==> config.mk <==
export PLATFORM = sky130hd
export DESIGN_NAME = sem_root
export DESIGN_NICKNAME = d
export VERILOG_FILES = /design/src/rtl/sem_pkg.sv /design/src/rtl/sem_root.sv
export SDC_FILE = /design/constraint.sdc
export NUM_CORES = 1
export LEC_CHECK = 0
export BUFFER_PORTS_ARGS = -buffer_cell sky130_fd_sc_hd__buf_2
export CORE_UTILIZATION = 64
export CTS_CLUSTER_SIZE = 14
export DETAILED_ROUTE_END_ITERATION = 6
export PLACE_DENSITY = 0.95
export REMOVE_ABC_BUFFERS = 1
export SLEW_MARGIN = 10
export SYNTH_ARGS = -nofsm -noshare
export SYNTH_HDL_FRONTEND = slang
export SYNTH_SLANG_ARGS = --single-unit
==> constraint.sdc <==
create_clock -name clk -period 4.75 [get_ports clk]
set_clock_uncertainty 0.2 [all_clocks]
set_input_delay 0.95 -clock clk [delete_from_list [all_inputs] [get_ports clk]]
set_output_delay 0.95 -clock clk [all_outputs]
set_load 0.02 [all_outputs]
==> src/rtl/sem_pkg.sv <==
// shared types, constants and helpers of the sobel edge magnitude unit
`default_nettype none
package sem_pkg;
    localparam int MaxWidth  = 1024;
    localparam int MaxHeight = 1024;
    localparam int DimW      = 11;
    localparam int ColW      = $clog2(MaxWidth);
    localparam int RowW      = $clog2(MaxHeight);
    localparam int PixW      = 24;
    localparam int SqW       = 22;
    localparam int RootW     = 11;
    localparam int CfgIdxW   = 2;

    localparam logic [CfgIdxW-1:0] CfgWidth  = 2'd0;
    localparam logic [CfgIdxW-1:0] CfgHeight = 2'd1;

    typedef enum logic [1:0] {
        ST_IDLE,
        ST_ROOT,
        ST_OUT
    } state_t;

    typedef struct packed {
        logic start;
        logic busy;
        logic done;
    } root_ctl_t;

    function automatic logic [DimW-1:0] clamp_dim(input logic [DimW-1:0] v,
                                                  input logic [DimW-1:0] hi);
        logic [DimW-1:0] r;
        begin
            r = v;
            if (v < DimW'(2))
            begin
                r = DimW'(2);
            end
            else if (v > hi)
            begin
                r = hi;
            end
            return r;
        end
    endfunction

    // squared magnitude of one channel from the eight neighbours of a 3x3 window
    function automatic logic [SqW-1:0] sobel_sq(input logic [7:0] p00, input logic [7:0] p01,
                                                input logic [7:0] p02, input logic [7:0] p10,
                                                input logic [7:0] p12, input logic [7:0] p20,
                                                input logic [7:0] p21, input logic [7:0] p22);
        logic signed [11:0] gx;
        logic signed [11:0] gy;
        logic [21:0] ax;
        logic [21:0] ay;
        begin
            gx = ($signed({4'd0, p02}) - $signed({4'd0, p00}))
                 + 12'sd2 * ($signed({4'd0, p12}) - $signed({4'd0, p10}))
                 + ($signed({4'd0, p22}) - $signed({4'd0, p20}));
            gy = ($signed({4'd0, p20}) + 12'sd2 * $signed({4'd0, p21}) + $signed({4'd0, p22}))
                 - ($signed({4'd0, p00}) + 12'sd2 * $signed({4'd0, p01})
                 + $signed({4'd0, p02}));
            ax = 22'(gx < 0 ? -gx : gx);
            ay = 22'(gy < 0 ? -gy : gy);
            return SqW'(ax * ax) + SqW'(ay * ay);
        end
    endfunction
endpackage
`default_nettype wire

==> src/rtl/sem_root.sv <==
// bit-serial restoring square root of three channels, one digit per cycle
`default_nettype none
module sem_root
    import sem_pkg::*;
(
    input  wire logic            clk,
    input  wire logic            rst_n,
    input  wire logic            start,
    input  wire logic [SqW-1:0]  sq_r,
    input  wire logic [SqW-1:0]  sq_g,
    input  wire logic [SqW-1:0]  sq_b,
    output root_ctl_t            ctl,
    output logic [7:0]           root_r,
    output logic [7:0]           root_g,
    output logic [7:0]           root_b
);
    logic [3:0]       step_reg;
    logic [3:0]       step_next;
    logic             busy_reg;
    logic             busy_next;
    logic [SqW-1:0]   rem_reg [3];
    logic [SqW-1:0]   rem_next [3];
    logic [SqW-1:0]   val_reg [3];
    logic [SqW-1:0]   val_next [3];
    logic [RootW-1:0] q_reg [3];
    logic [RootW-1:0] q_next [3];
    logic [SqW+1:0]   trial [3];

    always_comb
    begin
        step_next = step_reg;
        busy_next = busy_reg;
        for (int i = 0; i < 3; i++)
        begin
            rem_next[i] = rem_reg[i];
            val_next[i] = val_reg[i];
            q_next[i]   = q_reg[i];
            trial[i]    = '0;
        end
        if (start)
        begin
            busy_next   = 1'b1;
            step_next   = 4'd0;
            val_next[0] = sq_r;
            val_next[1] = sq_g;
            val_next[2] = sq_b;
            for (int i = 0; i < 3; i++)
            begin
                rem_next[i] = '0;
                q_next[i]   = '0;
            end
        end
        else if (busy_reg)
        begin
            // shift in two radicand bits, try q*4+1
            for (int i = 0; i < 3; i++)
            begin
                trial[i] = {rem_reg[i], val_reg[i][SqW-1 -: 2]}
                           - {{(SqW-RootW-1){1'b0}}, q_reg[i], 2'b01};
                val_next[i] = {val_reg[i][SqW-3:0], 2'b00};
                if (!trial[i][SqW+1])
                begin
                    rem_next[i] = trial[i][SqW-1:0];
                    q_next[i]   = {q_reg[i][RootW-2:0], 1'b1};
                end
                else
                begin
                    rem_next[i] = SqW'({rem_reg[i], val_reg[i][SqW-1 -: 2]});
                    q_next[i]   = {q_reg[i][RootW-2:0], 1'b0};
                end
            end
            step_next = step_reg + 4'd1;
            if (step_reg == 4'(RootW - 1))
            begin
                busy_next = 1'b0;
            end
        end
    end

    always_ff @(posedge clk or negedge rst_n)
    begin
        if (!rst_n)
        begin
            step_reg <= '0;
            busy_reg <= 1'b0;
        end
        else
        begin
            step_reg <= step_next;
            busy_reg <= busy_next;
        end
    end

    always_ff @(posedge clk)
    begin
        for (int i = 0; i < 3; i++)
        begin
            rem_reg[i] <= rem_next[i];
            val_reg[i] <= val_next[i];
            q_reg[i]   <= q_next[i];
        end
    end

    assign ctl.start = start;
    assign ctl.busy  = busy_reg;
    assign ctl.done  = busy_reg && (step_reg == 4'(RootW - 1));
    assign root_r = (q_reg[0] > RootW'(255)) ? 8'hff : q_reg[0][7:0];
    assign root_g = (q_reg[1] > RootW'(255)) ? 8'hff : q_reg[1][7:0];
    assign root_b = (q_reg[2] > RootW'(255)) ? 8'hff : q_reg[2][7:0];

    a_no_restart : assert property (@(posedge clk) disable iff (!rst_n)
        busy_reg |-> !start) else $error("root restarted while busy");
    a_step_range : assert property (@(posedge clk) disable iff (!rst_n)
        busy_reg |-> step_reg < 4'(RootW)) else $error("root step overrun");
    a_done_ends : assert property (@(posedge clk) disable iff (!rst_n)
        ctl.done |=> !busy_reg) else $error("root busy after last digit");
endmodule
`default_nettype wire

==> results by group <==
Clock tree
  – Clock root cell: clkbuf_16
  – Num CTS Buffers: 17
  – Clk sinks: 170
  – Post-CTS Hold Buffers: 0
  – Postcts setup bufs: 0
  – Reg clk slew, reported paths: around 0.060 ns
  – Longest Clk Path Bufs: 2
  – Clk_lat worst skew: 0.43 ns
  – CTS resizes: 0
  – CTS tree: built
  – Number of H-tree branching levels: 4

Place
  – Count of input and output buffers: 95
  – RD Place Congestion: around 0.9
  – HPWL after DPL: ~13000 µm
  – Placed insts: around 1200

Setup path
  – Reg2Reg Setup Slack: between 1 and 1.5 ns
  – FF-to-FF path depth: 11
  – Critical Path Start Type: flip-flop
  – Critical path peak fanout: 18
  – FF-to-FF End: rem_reg[0][64]
  – Reg2reg start: q_reg[0][32]
  – Critical Path RT: approximately 4.8 ns
  – Worst Path Arrival: 3.71 ns
  – Worst Setup End Kind: flip-flop
  – CP Class: flip-flop to flip-flop

Timing
  – Max frequency: about 0.28 GHz
  – Slew HR: 0.349
  – Crit share post-route: 0.764
  – Setup violations, final: 0
  – Least-Margin Pin Slew: 0.969 ns
  – Fin. Hold Viols: 0
  – Min Tclk post-route: 3.63 ns
  – Final TNS setup: 0 ns
  – RSZ-0062 raised after global routing: false
  – Final Slew Violations: 0

Route
  – DRT Wirelength: ~20000 µm
  – Routed len/inst: 16.9 µm
  – Vias per Instance: between 6 and 7
  – DRC: 0
  – Antenna violation net count after detailed routing: 0
  – Via count: 7403
  – 1st-iter DRT viols: about 580
  – First drt pass iteration count: 7

Finish
  – Fillers: approximately 900
  – Most frequent cells in the layout: nor2_1, dfxtp_1, buf_2
  – # diodes: 0
  – Commonest non-fill, non-tap cell in the layout: nor2_1
  – Post-Layout Cell Count: 1196
  – Nets: around 1100
  – Area delta synth->final: 12.2%
  – Layout cells sized above 1: 0.209

Pwr
  – Power Density: between 600 and 700 nW/µm²
  – Lkg Pwr: between 4 and 5 nW
  – Pwr Total: between 6 and 7 mW
  – Max VDD drop: 0.308 mV

Worst hold path
  – Hold WC Path Type: input pin to asynchronous set/reset pin

Synth
  – Dominant synthesized flop cell: dfxtp_1
  – Post-synth ARST share: 0.0294
  – Synth Register Bits: 170
  – Avg Cell Area, Syn: between 10 and 15 µm²
  – Synth top area share: 0.214
  – Synth area leader: dfxtp_1
  – Area contributors post-synth: dfxtp_1, edfxtp_1, mux2_2
  – EDFF count, synth: 66
  – Post-synthesis sequential area ratio: 0.441
  – Synth cell types: between 70 and 80
  – Mapped Area: 9280 µm²
  – Yosys warns: 0
  – Synth Instances: between 900 and 1000

Global routing
  – Vias in the first global route: between 7000 and 8000
  – Congestion Overflow GR: 0
  – Initial antenna violation count: 0
  – Largest net degree at the start of global routing: 82
  – GR Util All Layers: 0.282
  – First-pass GRT wire length: between 30000 and 40000 µm

Die
  – Core area: approximately 14000 µm²
  – Die Area: approximately 15000 µm²
  – Die X: about 120 µm
  – Starting Density: 0.663
  – Die H: about 120 µm
  – Rows: 43
  – # IOs: 96

Flow run
  – Maxcap violations: 0

Outcome
  – Status: finished clean
==> synthesized netlist by cell type, types with 6 or more instances <==
cell type  instances
nor2_1           107
dfxtp_1           99
nand2_1           67
edfxtp_1          66
mux2_2            60
mux2i_1           59
inv_1             48
a211oi_1          43
ha_1              38
clkbuf_1          33
xnor2_1           33
a21oi_1           31
o21ai_0           30
xor2_1            17
nand3_1           12
or3_1             12
nand2b_1          11
or4_1             10
nor3_1             9
a21o_1             7
a31oi_1            7
and2_1             7
o211ai_1           7
o21a_1             7
a311oi_1           6
==> area by class of cell <==
cell class	count	area, µm²	area share
Tap cell	180	225	0.0216
Inverter	48	180	0.0173
Sequential cell	170	4090	0.393
Clock buffer	17	425	0.0409
Multi-Input combinational cell	661	4810	0.462
Clock inverter	15	124	0.0119
Timing Repair Buffer	105	553	0.0531
==> critical path, cell delays in order, from the launching register on <==
cell and delay (ns):
dfxtp_1 0.36, inv_1 0.05, ha_1 0.22, or4_4 0.48
or4_1 0.50, a31o_1 0.21, nor2_2 0.14, xnor2_2 0.25
buf_4 0.35, nor4b_1 0.40, xnor2_1 0.19, o21ai_0 0.11
==> through the flow <==
step	area [µm²]	setup slack (ns)	hold WS, ns	utilization
2_1_floorplan	9070	-1.23	0.226	-
3_3_place_gp	9860	1.34	0.251	0.705
3_5_place_dp	9860	1.20	0.273	0.705
4_1_cts	10400	1.17	0.119	0.744
5_1_grt	10400	0.908	0.122	0.744
6_report	10400	1.12	0.123	0.744
==> power by group <==
| part | switching (mW) | leakage, nW | internal [mW] | total [mW] |
|---|---|---|---|---|
| Clock | 0.579 | 0.261 | 0.719 | 1.30 |
| Combinational | 1.80 | 2.74 | 1.54 | 3.34 |
| Sequential | 0.280 | 1.59 | 1.84 | 2.12 |
==> worst max path at each step <==
stage | start | endpoint | slack (ns) | cells after the start
after floorplan | busy_reg | val_reg[0][0] | -1.23 | 2
after global placement | q_reg[0][0] | rem_reg[0][18] | 1.34 | 11
after detailed placement | q_reg[0][1] | rem_reg[0][18] | 1.20 | 11
after CTS | q_reg[0][1] | rem_reg[0][18] | 1.17 | 11
after global routing | q_reg[0][15] | rem_reg[0][40] | 0.91 | 11
final | q_reg[0][32] | rem_reg[0][64] | 1.12 | 11
==> cells by family after synthesis <==
family | share of synthesized area
flip-flops | 0.441
adder cells (fa/ha/maj) | 0.0513
AND/OR/NAND/NOR | 0.146
multiplexers | 0.136
XOR/XNOR | 0.0525
buffers and inverters | 0.0411
AO/OA/AOI/OAI | 0.132
==> layer usage <==
metal	global-route usage	vias up	wire (µm)
met5	0	-	0
met4	0.140	0	662
met3	0.0674	58	1080
met2	0.494	272	10300
met1	0.320	3555	8230
li1	-	3518	-
No activity file was read; power rests on OpenSTA's default activity.
